<file path="config.mk">
export PLATFORM = sky130hd
export DESIGN_NAME = tcb_front
export DESIGN_NICKNAME = d
export VERILOG_FILES = /design/src/rtl/assert_macros.svh /design/src/rtl/tcb_pkg.sv /design/src/rtl/tcb_front.sv
export SDC_FILE = /design/constraint.sdc
export NUM_CORES = 1
export LEC_CHECK = 0
export BUFFER_PORTS_ARGS = -buffer_cell sky130_fd_sc_hd__buf_4
export CORE_MARGIN = 2
export CORE_UTILIZATION = 37
export CTS_BUF_LIST = sky130_fd_sc_hd__clkbuf_8
export CTS_CLUSTER_DIAMETER = 40
export CTS_CLUSTER_SIZE = 10
export DETAILED_ROUTE_END_ITERATION = 8
export GPL_ROUTABILITY_DRIVEN = 1
export PLACE_DENSITY_LB_ADDON = 0.25
export RECOVER_POWER = 25
export SLEW_MARGIN = 20
export SYNTH_ARGS = -nofsm -noshare
export SYNTH_HDL_FRONTEND = slang
export SYNTH_SLANG_ARGS = --single-unit
</file>
<file path="constraint.sdc">
create_clock -name clk_i -period 5.8 [get_ports clk_i]
set_clock_uncertainty 0.1 [all_clocks]
set_input_delay 0 -clock clk_i [delete_from_list [all_inputs] [get_ports clk_i]]
set_output_delay 0 -clock clk_i [all_outputs]
set_load 0.1 [all_outputs]
</file>
<file path="src/rtl/assert_macros.svh">
// Assertion macros for the text console buffer RTL.
`ifndef ASSERT_MACROS_SVH
`define ASSERT_MACROS_SVH

`ifndef SYNTH

// Check on every clock edge outside reset.
`define TCB_ASSERT(lbl, prop, msg) \
  lbl: assert property (@(posedge clk_i) disable iff (!rst_ni) prop) else $error(msg);

// Check on every clock edge, during reset too.
`define TCB_ASSERT_ALWAYS(lbl, prop, msg) \
  lbl: assert property (@(posedge clk_i) prop) else $error(msg);

`else

`define TCB_ASSERT(lbl, prop, msg)
`define TCB_ASSERT_ALWAYS(lbl, prop, msg)

`endif

`endif

</file>
<file path="src/rtl/tcb_pkg.sv">
// Types and constants for the text console buffer.
`default_nettype none

package tcb_pkg;

  localparam int ROWS_DEF = 16;
  localparam int COLS_DEF = 64;

  localparam logic [7:0] CH_NEWLINE = 8'd10;
  localparam logic [7:0] CH_RETURN  = 8'd13;
  localparam logic [7:0] CH_NUL     = 8'd0;

  localparam int IN_TDATA_W  = 24;
  localparam int OUT_TDATA_W = 24;

  typedef enum logic [1:0] {
    KIND_READ,
    KIND_NEWLINE,
    KIND_RETURN,
    KIND_PRINT
  } kind_e;

  typedef struct packed {
    kind_e       kind;
    logic [7:0]  ch;
    logic        rd_ok;
    logic [3:0]  rd_row;
    logic [6:0]  rd_col;
  } cmd_t;

  typedef struct packed {
    logic pop;
    logic hold;
  } q_ctl_t;

endpackage

`default_nettype wire

</file>
<file path="src/rtl/tcb_front.sv">
// Front end: accepts input beats, classifies them and queues the commands.
`default_nettype none

module tcb_front import tcb_pkg::*; #(
  parameter int ROWS = ROWS_DEF,
  parameter int COLS = COLS_DEF
) (
  input  wire logic                  clk_i,
  input  wire logic                  rst_ni,
  input  wire logic                  s_axis_tvalid,
  output logic                       s_axis_tready,
  // [7:0] char_code, [11:8] read_row, [18:12] read_col, [23:19] zero
  input  wire logic [IN_TDATA_W-1:0] s_axis_tdata,
  // [0] action
  input  wire logic                  s_axis_tuser,
  output logic                       cmd_valid_o,
  output cmd_t                       cmd_o,
  input  wire q_ctl_t                ctl_i
);

  cmd_t       cmd_in;
  cmd_t       q_mem [2];
  logic       wr_ptr_q, wr_ptr_d;
  logic       rd_ptr_q, rd_ptr_d;
  logic [1:0] cnt_q, cnt_d;
  logic       push;
  logic       pop;

  always_comb begin
    cmd_in.ch     = s_axis_tdata[7:0];
    cmd_in.rd_row = s_axis_tdata[11:8];
    cmd_in.rd_col = s_axis_tdata[18:12];
    cmd_in.rd_ok  = (32'(cmd_in.rd_row) < ROWS) && (32'(cmd_in.rd_col) <= COLS);
    if (s_axis_tuser) begin
      cmd_in.kind = KIND_READ;
    end else if (cmd_in.ch == CH_NEWLINE) begin
      cmd_in.kind = KIND_NEWLINE;
    end else if (cmd_in.ch == CH_RETURN) begin
      cmd_in.kind = KIND_RETURN;
    end else begin
      cmd_in.kind = KIND_PRINT;
    end
  end

  assign s_axis_tready = (cnt_q != 2'd2) && !ctl_i.hold;
  assign push          = s_axis_tvalid && s_axis_tready;
  assign pop           = ctl_i.pop && (cnt_q != 2'd0);
  assign cmd_valid_o   = (cnt_q != 2'd0);
  assign cmd_o         = q_mem[rd_ptr_q];

  always_comb begin
    wr_ptr_d = push ? ~wr_ptr_q : wr_ptr_q;
    rd_ptr_d = pop ? ~rd_ptr_q : rd_ptr_q;
    cnt_d    = cnt_q;
    if (push && !pop) begin
      cnt_d = cnt_q + 2'd1;
    end else if (pop && !push) begin
      cnt_d = cnt_q - 2'd1;
    end
  end

  always_ff @(posedge clk_i or negedge rst_ni) begin
    if (!rst_ni) begin
      wr_ptr_q <= 1'b0;
      rd_ptr_q <= 1'b0;
      cnt_q    <= 2'd0;
    end else begin
      wr_ptr_q <= wr_ptr_d;
      rd_ptr_q <= rd_ptr_d;
      cnt_q    <= cnt_d;
    end
  end

  always_ff @(posedge clk_i) begin
    if (push) begin
      q_mem[wr_ptr_q] <= cmd_in;
    end
  end

endmodule

`default_nettype wire

</file>
==> reports/results.tsv, run 1 <==
metric	value	unit
critPathArrivalTime	1960	ps
die-area	5561	µm²
portBuffers	48	
syn_nets	127	
dp_hpwl	2129	µm
synth_top_area_cell	edfxtp_1	
worst_pin_slew	1052	ps
finalSetupViolations	0	
overflow	0	
crit_required	5700	ps
worst-setup-path-type	register to output port	
maxCapViolations	0	
synth_common_cells	edfxtp_1, mux2_2, dfrtp_1, xnor2_1	
ant_nets	0	
yosys-top-cells-area	edfxtp_1, mux2_2, dfrtp_1, xnor2_1, mux2_1	
fmaxAchievable	0.4852	GHz
fp.dieH	74.58	µm
wire_per_inst	13.63	µm
synth_ff_type	edfxtp_1	
track_usage	12.75	%
post_cts_buffers	0	
grt_pass1_vias	1169	
finalWorstSetupSlack	3739	ps
grt_max_degree	24	
clock-sinks	48	
cts_root_buf	clkbuf_8	
ios	54	
synthArstFlopShare	8.333	%
area.growth.synth_to_final	40.33	%
chipWidth	74.58	µm
fin_crit	2061	ps
hold_path.class	input port to register	
crit_fanout	23	
grt_antenna_before_repair	0	
hold_viol	0	
syn_area	1843	µm²
relSlewSlack	29.90	%
pre_cts_slack	3691	ps
drc	0	
synth_most_common_cell	edfxtp_1	
n_fill_cell	434	
grt_pass1_wl	5257	µm
worstSetupStartpointType	register	
firstDrtPassIters	2	
synth_edf_count	44	
cts.path.max_buffers	2	
syn_inst	96	
drt-vias-per-instance	4.649	
start_util	38.76	%
layout-drive-gt1-share	38.37	%
final.setup.tns	0	ps
cts_tree	done	
drt_first_iter_violations	57	
wl	3257	µm
clk-insertion-delay-late	280	ps
yosys_warnings	0	
synth.avg_cell_area	19.20	µm²
fin_crit_sh	35.54	%
place.gp.congestion	0.7291	
htree_levels	2	
fin_nets	204	
antenna_cells	0	
synth_top_area_share	71.69	%
rsz0062_at_grt	no	
place_area	2280	µm²
status	finished, final reports clean	
final_core_util	54.39	%
synth_cell_types	20	
seq_area_frac_synth	77.12	%
path_clk_slew	70	ps
row_count	25	
ys_ff_latch	48	
fin_area	2586	µm²
cts_buffers	5	
num_vias	1111	
slew_viol_final	0	
core_area	4755	µm²
end_kind	output port	
## state kept, by name, indices dropped and copies added (netlist names)
| name | cells |
|---|---|
| q_mem | 44 |
| cnt_q | 2 |
| rd_ptr_q | 1 |
| wr_ptr_q | 1 |
## final cells by class
cell class | instances | area, µm² | share of cell area (%)
clock buffers | 5 | 68.82 | 2.661
repair buffers | 72 | 563.0 | 21.77
multi-input cells | 43 | 407.9 | 15.77
well taps | 67 | 83.83 | 3.241
flip-flops and latches | 48 | 1421 | 54.96
inverters | 3 | 11.26 | 0.4354
clock inverters | 1 | 30.03 | 1.161
## stage by stage
stage,hold slack (ps),std cells
global route,109.7,239
CTS,8.828,239
global placement,-302.8,209
floorplan,-395.6,96
detailed placement,-299.9,209
finish,60.44,239
## critical path, cell delays in order (launching register included)
cell and delay [ps]:
dfrtp_1 1000, mux2_2 430, buf_4 230
## logic make-up (layout without fill, tap and decap cells)
| family | Yosys count | in the layout | synth area share, % |
|---|---|---|---|
| compound gates | 5 | 5 | 2.173 |
| xor+xnor | 5 | 5 | 2.376 |
| fa+ha+maj | 1 | 1 | 0.6788 |
| buf+inv | 5 | 81 | 1.154 |
| flops | 48 | 48 | 77.12 |
| mux | 22 | 22 | 13.44 |
| simple gates | 10 | 10 | 3.056 |
## cell usage in the layout, fill, tap and decap left out, drive strengths merged
| cell | count |
|---|---|
| nand2 | 2 |
| and3 | 1 |
| o31ai | 1 |
| xnor2 | 4 |
| buf | 33 |
| mux2 | 22 |
| nor4 | 1 |
| or2 | 1 |
| dlygate4sd3 | 24 |
| nor3b | 1 |
| ha | 1 |
| dfrtp | 4 |
| inv | 3 |
| o21a | 1 |
| xor2 | 1 |
| clkbuf | 20 |
| bufinv | 1 |
| nor2 | 3 |
| or4 | 1 |
| o211ai | 1 |
| edfxtp | 44 |
| a31oi | 2 |
## per-layer routing
metal	share of wire (%)	up-vias	wire, µm	track usage [%]
li1	-	521	-	-
met1	42	553	1361	14.51
met2	51	32	1673	22.81
met3	5.8	5	188	3.523
met4	1.0	0	33	4.762
met5	0	-	0	0
## path summary, 6_finish.rpt
path,end,slack [ps],cells past startpoint,start
worst max-delay path,cmd_o[2],3740,2,rd_ptr_q
worst min-delay path,wr_ptr_q,60,4,ctl_i[0]
worst max register to register,q_mem[1][14],3820,3,cnt_q[1]
worst min register to register,wr_ptr_q,460,1,wr_ptr_q
max in group asynchronous,rd_ptr_q,4910,3,rst_ni
min in group asynchronous,cnt_q[0],510,3,rst_ni
## what timing repair did
action                    CTS  global route
hold buffers               24             0
gates resized for setup     0             0
hold endpoints to repair   50             0
Power of run 1 is left out: the tool's default activity adds up to more than one toggle a clock period on the data nets, which glitch-free logic cannot reach.
==> run 2, diff against run 1 <==
==> constraint.sdc (replaced) <==
create_clock -name clk_i -period 2.1 [get_ports clk_i]
set_clock_uncertainty 0.1 [all_clocks]
set_input_delay 0 -clock clk_i [delete_from_list [all_inputs] [get_ports clk_i]]
set_output_delay 0 -clock clk_i [all_outputs]
set_load 0.1 [all_outputs]
==> run 2 against run 1 <==
Compared with the run above:
- wire length grew 5.7%
- sequential cell count is the same
- die area is the same
- sequential share of layout area shrank 1.0 points
- count of clock-buffer cells in the layout is the same
- via count grew 0.18%
- hold slack gained 200 ps
- critical path depth grew 1
- global-route usage grew 0.60 points
- core utilization grew 1.0 points
- register-to-register slack lost 3300 ps
- final area grew 1.9%
- critical endpoint is now cmd_o[15]
==> reports/results.tsv, run 2 (synthesized netlist as in run 1, its figures left out) <==
metric	value	unit
p_sw_share	48.01	%
hold_path.class	input port to register	
portBuffers	48	
die-area	5561	µm²
overflow	0	
grt_pass1_vias	1202	
dp_hpwl	2310	µm
cts.path.max_buffers	2	
grt_pass1_wl	5471	µm
ios	54	
post_cts_buffers	0	
grt_max_degree	21	
start_util	38.76	%
fmaxAchievable	0.5639	GHz
chipWidth	74.58	µm
regMostFlops	q_mem	
p_leak	0.9863	nW
wire_per_inst	13.94	µm
path_clk_slew	80	ps
end_kind	output port	
largestRegisters	q_mem x44, cnt_q x2	
power_density	1519	nW/µm²
antenna_cells	0	
final_common_cell	edfxtp_1	
wl	3444	µm
status	finished, final reports clean	
post_cts_resized	0	
largest_reg_flops	44	
ir_drop	840.4	µV
fp.dieH	74.58	µm
clock-sinks	48	
rsz0062_at_grt	no	
htree_levels	2	
place.gp.congestion	0.6758	
cts_buffers	5	
row_count	25	
critPathArrivalTime	1670	ps
sequentialPowerShare	31.7	%
fin_crit_sh	84.45	%
track_usage	13.35	%
drt_first_iter_violations	62	
firstDrtPassIters	4	
fin_nets	210	
cts_tree	done	
slew_viol_final	0	
internal_power	2.081	mW
power_frac_comb	52.5	%
final.setup.tns	0	ps
n_fill_cell	428	
hold_buffers	25	
clk-insertion-delay-late	290	ps
relSlewSlack	71.91	%
switchingPower	1.922	mW
grt_antenna_before_repair	0	
crit_fanout	20	
fin_crit	1773	ps
ant_nets	0	
worst_pin_slew	417.5	ps
final_core_util	55.42	%
drc	0	
crit_required	2000	ps
core_area	4755	µm²
worst-setup-path-type	register to output port	
hold_viol	0	
num_vias	1113	
area.growth.synth_to_final	42.97	%
maxCapViolations	0	
final_cell_mix	edfxtp_1, buf_4, dlygate4sd3_1, mux2_2, clkbuf_1	
worstSetupStartpointType	register	
p_clk_share	15.8	%
finalSetupViolations	0	
cts_root_buf	clkbuf_8	
layout-drive-gt1-share	40.00	%
drt-vias-per-instance	4.506	
==> run 2: layout make-up <==
| class | count | area (µm²) | area share (%) |
|---|---|---|---|
| Sequential cell | 48 | 1421 | 53.94 |
| Timing Repair Buffer | 78 | 606.8 | 23.03 |
| Multi-Input combinational cell | 43 | 404.1 | 15.34 |
| Tap cell | 67 | 83.83 | 3.181 |
| Clock buffer | 5 | 68.82 | 2.612 |
| Clock inverter | 3 | 38.79 | 1.472 |
| Inverter | 3 | 11.26 | 0.4273 |
==> run 2: worst paths after layout <==
path	start	to	slack [ps]	depth (start not counted)
max reg2reg	cnt_q[0]	wr_ptr_q	470	3
min	ctl_i[0]	cnt_q[0]	260	6
min in group asynchronous	rst_ni	cnt_q[1]	510	3
max in group asynchronous	rst_ni	rd_ptr_q	1220	3
min reg2reg	wr_ptr_q	wr_ptr_q	420	1
max	rd_ptr_q	cmd_o[15]	330	3
==> run 2: routing by layer <==
metal	track usage (%)	wire (µm)	up-vias
met1	14.95	1441	542
met2	24.09	1762	35
met4	3.571	36	0
li1	-	-	532
met5	0	0	-
met3	4.743	203	4
==> run 2: critical path, stage by stage (launching register included) <==
cell and delay, ps:
dfrtp_1 430, buf_4 320, mux2_2 390, buf_4 240
==> run 2: power groups by stage <==
stage / Sequential [mW] / Clock, mW / Combinational (mW)
final: 1.27 / 0.633 / 2.10
after floorplan: 1.27 / 0 / 1.68
after global placement: 1.28 / 0 / 2.06
after global routing: 1.29 / 0.693 / 2.18
after detailed placement: 1.29 / 0 / 2.08
after CTS: 1.27 / 0.650 / 2.13
==> run 2: per-stage QoR <==
stage               hold WS (ps)  std cells  cell area [µm²]  power (mW)  setup slack [ps]
finish                     259.2        247             2635       4.002             326.5
global route               299.9        247             2635       4.157             248.8
CTS                        255.9        247             2676       4.048             294.1
detailed placement        -299.0        214             2318       3.373             486.6
global placement          -301.5        214             2318       3.343             516.1
floorplan                 -395.6         96             1844       2.954             3.878
No activity file was read; power rests on OpenSTA's default activity.
